`src/hw/rtl/tgc_pkg.sv`:
```
// Package of the touch gesture classifier: types, codes, reset values and the
// coordinate decode function. Depends on nothing.
package tgc_pkg;

    localparam int COORD_W = 12;
    localparam int BYTE_W  = 8;

    localparam logic [BYTE_W-1:0]  INVALID_COUNT = 8'd99;
    localparam logic [COORD_W-1:0] EXIT_X_RESET  = 12'd10;
    localparam logic [COORD_W-1:0] EXIT_Y_RESET  = 12'd430;

    // Configuration register indexes.
    localparam logic CFG_EXIT_X_BELOW = 1'b0;
    localparam logic CFG_EXIT_Y_FROM  = 1'b1;

    typedef enum logic [1:0] {
        ST_IDLE  = 2'd0,
        ST_TAP   = 2'd1,
        ST_SWIPE = 2'd2,
        ST_PINCH = 2'd3
    } gesture_state_t;

    typedef enum logic [2:0] {
        EV_FIRST_TOUCH = 3'd0,
        EV_SWIPE       = 3'd1,
        EV_FIRST_PINCH = 3'd2,
        EV_PINCH       = 3'd3,
        EV_END         = 3'd4,
        EV_EXIT        = 3'd5
    } event_kind_t;

    typedef struct packed {
        logic [BYTE_W-1:0] point_count;
        logic [BYTE_W-1:0] first_x_high;
        logic [BYTE_W-1:0] first_x_low;
        logic [BYTE_W-1:0] first_y_high;
        logic [BYTE_W-1:0] first_y_low;
        logic [BYTE_W-1:0] second_x_high;
        logic [BYTE_W-1:0] second_x_low;
        logic [BYTE_W-1:0] second_y_high;
        logic [BYTE_W-1:0] second_y_low;
    } snapshot_t;

    typedef struct packed {
        event_kind_t        event_kind;
        logic [1:0]         end_status;
        logic [COORD_W-1:0] pos_x1;
        logic [COORD_W-1:0] pos_y1;
        logic [COORD_W-1:0] pos_x2;
        logic [COORD_W-1:0] pos_y2;
    } result_t;

    // Only the low nibble of the high byte carries coordinate bits.
    function automatic logic [COORD_W-1:0] decode12(input logic [BYTE_W-1:0] hi,
                                                   input logic [BYTE_W-1:0] lo);
        return {hi[3:0], lo};
    endfunction

endpackage

```
`src/hw/rtl/tgc_classify.sv`:
```
// Gesture state register and the classification logic for one snapshot.
// Depends on tgc_pkg.
module tgc_classify (
    input  logic                       aclk,
    input  logic                       aresetn,
    input  logic                       step,
    input  tgc_pkg::snapshot_t         snap,
    input  logic [tgc_pkg::COORD_W-1:0] exit_x_below,
    input  logic [tgc_pkg::COORD_W-1:0] exit_y_from,
    output logic                       res_valid,
    output tgc_pkg::result_t           res
);
    import tgc_pkg::*;

    gesture_state_t     state_reg;
    gesture_state_t     state_next;
    logic [COORD_W-1:0] x1;
    logic [COORD_W-1:0] y1;
    logic [COORD_W-1:0] x2;
    logic [COORD_W-1:0] y2;
    logic               exit_hit;
    logic               is_invalid;
    logic               is_release;
    logic               is_single;

    assign x1 = decode12(snap.first_x_high, snap.first_x_low);
    assign y1 = decode12(snap.first_y_high, snap.first_y_low);
    assign x2 = decode12(snap.second_x_high, snap.second_x_low);
    assign y2 = decode12(snap.second_y_high, snap.second_y_low);

    assign exit_hit   = (x1 < exit_x_below) && (y1 >= exit_y_from);
    assign is_invalid = (snap.point_count == INVALID_COUNT);
    assign is_release = (snap.point_count == '0);
    assign is_single  = (snap.point_count == BYTE_W'(1));

    always_comb begin
        state_next = state_reg;
        if (step) begin
            priority if (is_invalid) begin
                state_next = state_reg;
            end else if (is_release) begin
                state_next = ST_IDLE;
            end else if (is_single) begin
                unique case (state_reg)
                    ST_IDLE:           state_next = exit_hit ? ST_IDLE : ST_TAP;
                    ST_TAP, ST_SWIPE:  state_next = ST_SWIPE;
                    ST_PINCH:          state_next = ST_PINCH;
                    default:           state_next = state_reg;
                endcase
            end else begin
                state_next = ST_PINCH;
            end
        end
    end

    always_comb begin
        res_valid      = 1'b0;
        res            = '0;
        res.event_kind = EV_FIRST_TOUCH;
        priority if (is_invalid) begin
            res_valid = 1'b0;
        end else if (is_release) begin
            res_valid      = (state_reg != ST_IDLE);
            res.event_kind = EV_END;
            res.end_status = 2'(state_reg - 2'd1);
        end else if (is_single) begin
            res.pos_x1 = x1;
            res.pos_y1 = y1;
            unique case (state_reg)
                ST_IDLE: begin
                    res_valid      = 1'b1;
                    res.event_kind = exit_hit ? EV_EXIT : EV_FIRST_TOUCH;
                end
                ST_TAP, ST_SWIPE: begin
                    res_valid      = 1'b1;
                    res.event_kind = EV_SWIPE;
                end
                ST_PINCH: begin
                    res_valid = 1'b0;
                end
                default: begin
                    res_valid = 1'b0;
                end
            endcase
        end else begin
            res_valid      = 1'b1;
            res.event_kind = (state_reg == ST_IDLE) ? EV_FIRST_PINCH : EV_PINCH;
            res.pos_x1     = x1;
            res.pos_y1     = y1;
            res.pos_x2     = x2;
            res.pos_y2     = y2;
        end
    end

    always_ff @(posedge aclk) begin
        if (!aresetn) begin
            state_reg <= ST_IDLE;
        end else begin
            state_reg <= state_next;
        end
    end

endmodule

```
`src/hw/rtl/tgc_out_reg.sv`:
```
// Result register of the touch gesture classifier with its valid flag.
// Depends on tgc_pkg.
module tgc_out_reg (
    input  logic             aclk,
    input  logic             aresetn,
    input  logic             load,
    input  tgc_pkg::result_t res_in,
    input  logic             m_tready,
    output logic             out_valid,
    output tgc_pkg::result_t res_out
);
    import tgc_pkg::*;

    logic    valid_reg;
    logic    valid_next;
    result_t res_reg;

    always_comb begin
        priority if (load) begin
            valid_next = 1'b1;
        end else if (m_tready) begin
            valid_next = 1'b0;
        end else begin
            valid_next = valid_reg;
        end
    end

    always_ff @(posedge aclk) begin
        if (!aresetn) begin
            valid_reg <= 1'b0;
        end else begin
            valid_reg <= valid_next;
        end
    end

    always_ff @(posedge aclk) begin
        if (load) begin
            res_reg <= res_in;
        end
    end

    assign out_valid = valid_reg;
    assign res_out   = res_reg;

endmodule

```
`src/hw/rtl/touch_gesture_classifier_core.sv`:
```
// Top level of the touch gesture classifier: input register, configuration
// registers and stream ports. Depends on tgc_pkg, tgc_classify, tgc_out_reg.
//
//   channel   direction  payload
//   s_        in         one register snapshot per item (tdata, 72 bits)
//   m_        out        zero or one gesture event per item (tuser kind, tdata 56 bits)
//   cfg_      in         write-only corner thresholds, index 0 and 1
//
// One item is accepted per cycle while the result register is not stalled by
// m_tready. An accepted item is held in the input register, and its event is
// then loaded into the result register, which drives m_tvalid; no event, no load.
// Reset (aresetn low at a clock edge) empties both registers, returns the
// gesture state to idle and loads the thresholds with 10 and 430.
// While a result waits on m_tready, the input register still takes one more
// item; that item then waits, even when it produces no event, until the result
// register is free or its event leaves.
module touch_gesture_classifier_core (
    input  logic        aclk,
    input  logic        aresetn,
    // point_count, first_x_high, first_x_low, first_y_high, first_y_low,
    // second_x_high, second_x_low, second_y_high, second_y_low (8 bits each)
    input  logic [71:0] s_tdata,
    input  logic        s_tvalid,
    output logic        s_tready,
    // end_status [1:0], pos_x1 [13:2], pos_y1 [25:14], pos_x2 [37:26],
    // pos_y2 [49:38], zero fill [55:50]
    output logic [55:0] m_tdata,
    // event_kind [2:0]
    output logic [2:0]  m_tuser,
    output logic        m_tvalid,
    input  logic        m_tready,
    input  logic        cfg_wr_en,
    input  logic        cfg_addr,
    input  logic [11:0] cfg_wr_data
);
    import tgc_pkg::*;

    logic               in_valid_reg;
    logic               in_valid_next;
    snapshot_t          snap_reg;
    snapshot_t          snap_in;
    logic [COORD_W-1:0] exit_x_reg;
    logic [COORD_W-1:0] exit_y_reg;
    logic               out_valid;
    logic               advance;
    logic               s_accept;
    logic               res_valid;
    result_t            res_comb;
    result_t            res_out;

    // Unpack the snapshot bytes, point count in the lowest byte.
    assign snap_in.point_count   = s_tdata[7:0];
    assign snap_in.first_x_high  = s_tdata[15:8];
    assign snap_in.first_x_low   = s_tdata[23:16];
    assign snap_in.first_y_high  = s_tdata[31:24];
    assign snap_in.first_y_low   = s_tdata[39:32];
    assign snap_in.second_x_high = s_tdata[47:40];
    assign snap_in.second_x_low  = s_tdata[55:48];
    assign snap_in.second_y_high = s_tdata[63:56];
    assign snap_in.second_y_low  = s_tdata[71:64];

    // The held snapshot is classified when the result register can take its
    // event, either because it is empty or because its event leaves now.
    assign advance  = in_valid_reg && (!out_valid || m_tready);
    assign s_tready = !in_valid_reg || advance;
    assign s_accept = s_tvalid && s_tready;

    always_comb begin
        priority if (s_accept) begin
            in_valid_next = 1'b1;
        end else if (advance) begin
            in_valid_next = 1'b0;
        end else begin
            in_valid_next = in_valid_reg;
        end
    end

    always_ff @(posedge aclk) begin
        if (!aresetn) begin
            in_valid_reg <= 1'b0;
        end else begin
            in_valid_reg <= in_valid_next;
        end
    end

    always_ff @(posedge aclk) begin
        if (s_accept) begin
            snap_reg <= snap_in;
        end
    end

    // Corner thresholds for the exit event.
    always_ff @(posedge aclk) begin
        if (!aresetn) begin
            exit_x_reg <= EXIT_X_RESET;
            exit_y_reg <= EXIT_Y_RESET;
        end else if (cfg_wr_en) begin
            unique case (cfg_addr)
                CFG_EXIT_X_BELOW: exit_x_reg <= cfg_wr_data;
                CFG_EXIT_Y_FROM:  exit_y_reg <= cfg_wr_data;
                default:          exit_x_reg <= exit_x_reg;
            endcase
        end
    end

    tgc_classify u_classify (
        .aclk         (aclk),
        .aresetn      (aresetn),
        .step         (advance),
        .snap         (snap_reg),
        .exit_x_below (exit_x_reg),
        .exit_y_from  (exit_y_reg),
        .res_valid    (res_valid),
        .res          (res_comb)
    );

    tgc_out_reg u_out_reg (
        .aclk      (aclk),
        .aresetn   (aresetn),
        .load      (advance && res_valid),
        .res_in    (res_comb),
        .m_tready  (m_tready),
        .out_valid (out_valid),
        .res_out   (res_out)
    );

    assign m_tvalid = out_valid;
    assign m_tuser  = res_out.event_kind;
    assign m_tdata  = {6'b0, res_out.pos_y2, res_out.pos_x2, res_out.pos_y1,
                       res_out.pos_x1, res_out.end_status};

endmodule

```
`config.mk`:
```
export PLATFORM = sky130hd
export DESIGN_NAME = touch_gesture_classifier_core
export DESIGN_NICKNAME = d
export VERILOG_FILES = /design/src/hw/rtl/tgc_pkg.sv /design/src/hw/rtl/tgc_classify.sv /design/src/hw/rtl/tgc_out_reg.sv /design/src/hw/rtl/touch_gesture_classifier_core.sv
export SDC_FILE = /design/constraint.sdc
export NUM_CORES = 1
export LEC_CHECK = 0
export ABC_AREA = 1
export CAP_MARGIN = 20
export CORE_ASPECT_RATIO = 0.8
export CORE_MARGIN = 2
export CORE_UTILIZATION = 50
export CTS_CLUSTER_DIAMETER = 80
export DETAILED_ROUTE_END_ITERATION = 6
export DONT_BUFFER_PORTS = 1
export PLACE_DENSITY_LB_ADDON = 0.2
export SYNTH_ARGS = -nofsm -noshare
export SYNTH_HDL_FRONTEND = slang
export SYNTH_SLANG_ARGS = --single-unit
export TNS_END_PERCENT = 5
```
`constraint.sdc`:
```
create_clock -name aclk -period 4.5 [get_ports aclk]
set_input_delay 1.35 -clock aclk [delete_from_list [all_inputs] [get_ports aclk]]
set_output_delay 1.35 -clock aclk [all_outputs]
set_load 0.005 [all_outputs]
```
==> results of run 1 <==
==> cell type report <==
type	count	share of cell area (%)
Sequential cell	137	61.7
Multi-Input combinational cell	227	20.2
Clock buffer	17	6.85
Inverter	99	5.98
Tap cell	144	2.90
Clock inverter	15	2.17
Timing Repair Buffer	2	0.242
==> stage by stage <==
| stage | setup WS [ns] | instances | hold slack (ns) | cell area (sq um) |
|---|---|---|---|---|
| 2_1_floorplan | 1.37 | 478 | 0.433 | 5580 |
| 3_3_place_gp | 1.49 | 609 | 0.447 | 5650 |
| 3_5_place_dp | 1.47 | 609 | 0.450 | 5650 |
| 4_1_cts | 1.62 | 641 | 0.458 | 6210 |
| 5_1_grt | 1.61 | 641 | 0.480 | 6210 |
| 6_report | 1.62 | 641 | 0.462 | 6210 |
==> cells in the mapped netlist, drive strengths merged <==
master / count / area [sq um]
edfxtp: 109 / 3270
inv: 99 / 372
nor2: 69 / 279
nand2: 62 / 248
dfxtp: 28 / 561
a21oi: 26 / 130
ha: 25 / 313
o21ai: 18 / 90.1
buf: 11 / 103
o211ai: 8 / 60.1
nand3: 7 / 52.6
clkbuf: 4 / 15.0
nand4: 3 / 33.8
conb: 1 / 3.75
nand3b: 1 / 7.51
o21bai: 1 / 7.51
or2: 1 / 8.76
==> power groups by stage <==
stage / Sequential (uW) / Combinational [uW] / Clock, uW
CTS: 1480 / 153 / 1330
detailed placement: 1510 / 152 / 0
floorplan: 1500 / 124 / 0
global route: 1490 / 179 / 1380
global placement: 1500 / 145 / 0
finish: 1480 / 151 / 1290
==> cells by family after synthesis <==
group,after synthesis,synth area share (%)
DFF,137,69.0
and+or+nand+nor,143,11.3
AOI/OAI and AO/OA,53,5.18
adders and majority gates,25,5.63
other,1,0.0675
buffers and inverters,114,8.80
==> worst paths after layout <==
path	from	end	slack [ns]	cells after the start
setup / recovery	m_tready	s_tready	1.62	2
hold / removal	exit_x_reg[2]	exit_x_reg[2]	0.46	2
setup reg to reg	snap_reg[68]	u_out_reg.res_out[34]	2.21	11
hold reg to reg	exit_x_reg[2]	exit_x_reg[2]	0.46	2
==> layer usage <==
layer	global-route usage, %	vias to the layer above	routed length (um)
met1	20.7	1382	4240
li1	-	1556	-
met5	0	-	7
met4	7.52	2	137
met3	7.54	14	650
met2	26.7	111	4590
==> qor.txt, run 1 <==
Final Cycle Share: 63.9%
DRC violations left: 0
Sequential Power Share: 50.6%
# port buffers: 0
initial antenna violation count: 1
ant diodes: 0
Rel. slew slack: 59.9%
Ys Warns: 0
Highest Clock Rate: 0.348 GHz
fin. max-slew vios: 0
share of cells above drive strength 1: 9.26%
Psw: 619 uW
max reg flops: 56
Syn Inst Count: 473
clk_skew: 0.00809 ns
Num CTS Buffers: 17
Final setup viols: 0
area grow syn2layout: 11.8%
crit-path cells: inv_1 > nand3_1
Hold Violations, Final: 0
Resized cells post-CTS: 0
worst vdd ir: 0.267 mV
chip height: 98.3 um
largest net degree at the start of global routing: 32
vias per inst: 4.78
Hold Path Class: register to register
RePlAce Congestion: 0.772
Crit path max-delay family: simple AND/OR/NAND/NOR gates
CP peak stage delay: 0.13 ns
Post-CTS Setup Inserts: 0
Worst setup EP type: primary output
CTS Buffer Depth: 2
via count: 3065
HPWL after detailed placement: 6.74 mm
H-tree Lvls: 4
Netlist cell types: 28
Final #Nets: 599
cts hold-fix bufs: 0
Least-Margin Pin Slew: 0.601 ns
status: finished clean
Initial Util: 51.2%
grt total ovfl: 0
WP buf/inv: 1
clock sink count: 137
Leakage: 0.00263 uW
startpoint types: input port
highest fanout seen on the critical path: 3
WL final: 9.63 mm
register area: 3830 sq um
PwrDens: 470 nW/um^2
Die ar.: 12000 sq um
Yosys reg bits: 137
Sum Neg Setup Slack: 0 ns
DRT Pass-1 Iters: 4
combinational share of power: 5.2%
core box area: 10800 sq um
Routed Antenna Nets: 0
vias in the first global route: 2981
mapped cell area: 5560 sq um
wire per inst: 15.0 um
CTS tree: done
sw frac: 21.2%
Internal Power: 2300 uW
Seq/Total Area, Yosys: 69.0%
crit path time final: 2.88 ns
most common cell after layout, fill and taps aside: edfxtp_1
1st-iter DRT viols: 240
# fillers: 911
Die X: 122 um
total track usage: 17.1%
clock power share: 44.2%
io pins: 151
Mean Syn Cell Area: 11.7 sq um
clock slew at reported path FFs: 0.06 ns
Multi-input gate area: 1250 sq um
first-pass GRT wire length: 14.9 mm
root buf cell: clkbuf_16
row count: 34
WP data required: 3.15 ns
Overall Power: 2920 uW
Worst path slowest cell: nand3_1
RSZ-0062 raised after global routing: false
Clock Latency Late Sink: 0.41 ns
crit path DAT: 1.53 ns
final core occ: 57.3%
most frequent cells in the layout: 109 x edfxtp_1, 96 x inv_1, 63 x nor2_1
Setup CP Type: input port to primary output
Max-Cap Viols: 0
(Power assumes the default switching activity.)
==> run 2: changes to the inputs <==
Clock period 4.5 ns to 2.4 ns, I/O delays scaled along.
==> qor.txt, run 2 (synthesis gave the netlist of run 1 again) <==
dpl cells: 611
RSZ-0062 raised after global routing: false
Sum Neg Setup Slack: 0 ns
R2R cell count: 8
status: finished clean
row count: 34
worst hold start: s_tdata[32]
Setup CP Type: register to register
clock power share: 45.4%
crit path time final: 1.88 ns
ant diodes: 0
Final #Nets: 601
vias per inst: 4.84
Worst R2R Setup Slack: 0.52 ns
most common cell after layout, fill and taps aside: edfxtp_1
DR WL met2: 4.90 mm
first-pass GRT wire length: 15.4 mm
most frequent cells in the layout: 109 x edfxtp_1, 96 x inv_1, 63 x nor2_1
area grow syn2layout: 13.2%
RR Startpoint: snap_reg[67]
Internal Power: 4430 uW
CTS tree: done
Final setup viols: 0
Overall Power: 5630 uW
fin. max-slew vios: 0
clock slew at reported path FFs: 0.06 ns
fin cells: 642
sw frac: 21.2%
Resized cells post-CTS: 0
io pins: 151
worst vdd ir: 0.463 mV
cts hold-fix bufs: 0
Finished Cell Area: 6290 sq um
chip height: 98.3 um
highest fanout seen on the critical path: 18
Max-Cap Viols: 0
H-tree Lvls: 4
WP data required: 2.54 ns
RePlAce Congestion: 0.808
r2r endpoint: u_out_reg.res_out[42]
largest net degree at the start of global routing: 36
via count: 3108
Highest Clock Rate: 0.531 GHz
PwrDens: 895 nW/um^2
wire per inst: 15.3 um
Final Cycle Share: 78.5%
Hold Path Sink: snap_reg[32]
1st-iter DRT viols: 214
startpoint types: register
Clock Latency Late Sink: 0.41 ns
post-route setup slack: 0.515 ns
max reg flops: 56
Psw: 1190 uW
share of cells above drive strength 1: 9.64%
post-place setup slack: 0.500 ns
Post-CTS Setup Inserts: 0
Hold Violations, Final: 0
DRC violations left: 0
Initial Util: 51.2%
HPWL after detailed placement: 6.94 mm
grt total ovfl: 0
met1 wire length: 4.28 mm
Highest Signal Layer: met4
Die ar.: 12000 sq um
vias in the first global route: 2964
Hold Path Class: input port to register
core box area: 10800 sq um
CTS Buffer Depth: 2
Met3 Wirelength: 486 um
area of placed instances: 5710 sq um
# port buffers: 0
DRT Pass-1 Iters: 4
clock sink count: 137
Num CTS Buffers: 17
initial antenna violation count: 0
Sequential Power Share: 49.2%
WL final: 9.85 mm
combinational share of power: 5.3%
Worst setup EP type: register
clk_skew: 0.00678 ns
Leakage: 0.00266 uW
crit path DAT: 2.02 ns
Routed Antenna Nets: 0
Die X: 122 um
total track usage: 17.3%
hold path cells: 0
root buf cell: clkbuf_16
==> run 2: changes by cell type in the layout (fill, tap and decap cells not counted) <==
cell,change
clkinv_2,-1
clkinv_4,+1
clkinv_1,-1
inv_2,-1
bufinv_16,+1
buf_12,+3
buf_4,-1
==> run 2: cell type report <==
| type | count | area (sq um) |
|---|---|---|
| clock inverter | 14 | 158 |
| timing repair buffer | 4 | 67.6 |
| tap | 144 | 180 |
| clock buffer | 17 | 425 |
| inverter | 99 | 375 |
| multi-input combinational | 227 | 1250 |
| sequential | 137 | 3830 |
| fill | 905 | 4560 |
==> run 2: worst max-delay path by stage <==
stage,start,endpoint,slack [ns],depth (start not counted)
6_report,snap_reg[67],u_out_reg.res_out[42],0.52,8
5_1_grt,snap_reg[67],u_out_reg.res_out[37],0.44,8
4_1_cts,snap_reg[67],u_out_reg.res_out[37],0.52,8
3_5_place_dp,m_tready,u_out_reg.res_out[39],0.50,7
3_3_place_gp,m_tready,u_out_reg.res_out[38],0.53,7
2_1_floorplan,m_tready,snap_reg[0],-0.05,4
==> run 2: stage by stage <==
stage	util, %	hold slack [ns]
final	58.0	0.405
after global routing	58.0	0.387
after CTS	58.0	0.394
after detailed placement	52.6	0.455
after global placement	52.6	0.445
after floorplan	-	0.433
==> run 2: routing by layer <==
layer	up-vias	global-route usage, %
met5	-	0
met4	0	6.63
met3	19	5.84
met2	94	28.5
met1	1443	21.1
li1	1552	-
==> run 2: power by group through the flow <==
stage	combinational, uW	clock, uW	sequential (uW)
after floorplan	233	0	2810
after global placement	285	0	2820
after detailed placement	304	0	2820
after CTS	306	2600	2770
after global routing	351	2700	2780
final	301	2560	2770
==> run 2: worst max-delay path, cell delays in order, from the launching register on <==
cell	delay, ns
edfxtp_1	0.36
or2_4	0.28
nor2_4	0.15
nand3_2	0.14
inv_1	0.10
nand2_1	0.05
nand4_1	0.14
clkinvlp_4	0.14
buf_4	0.24
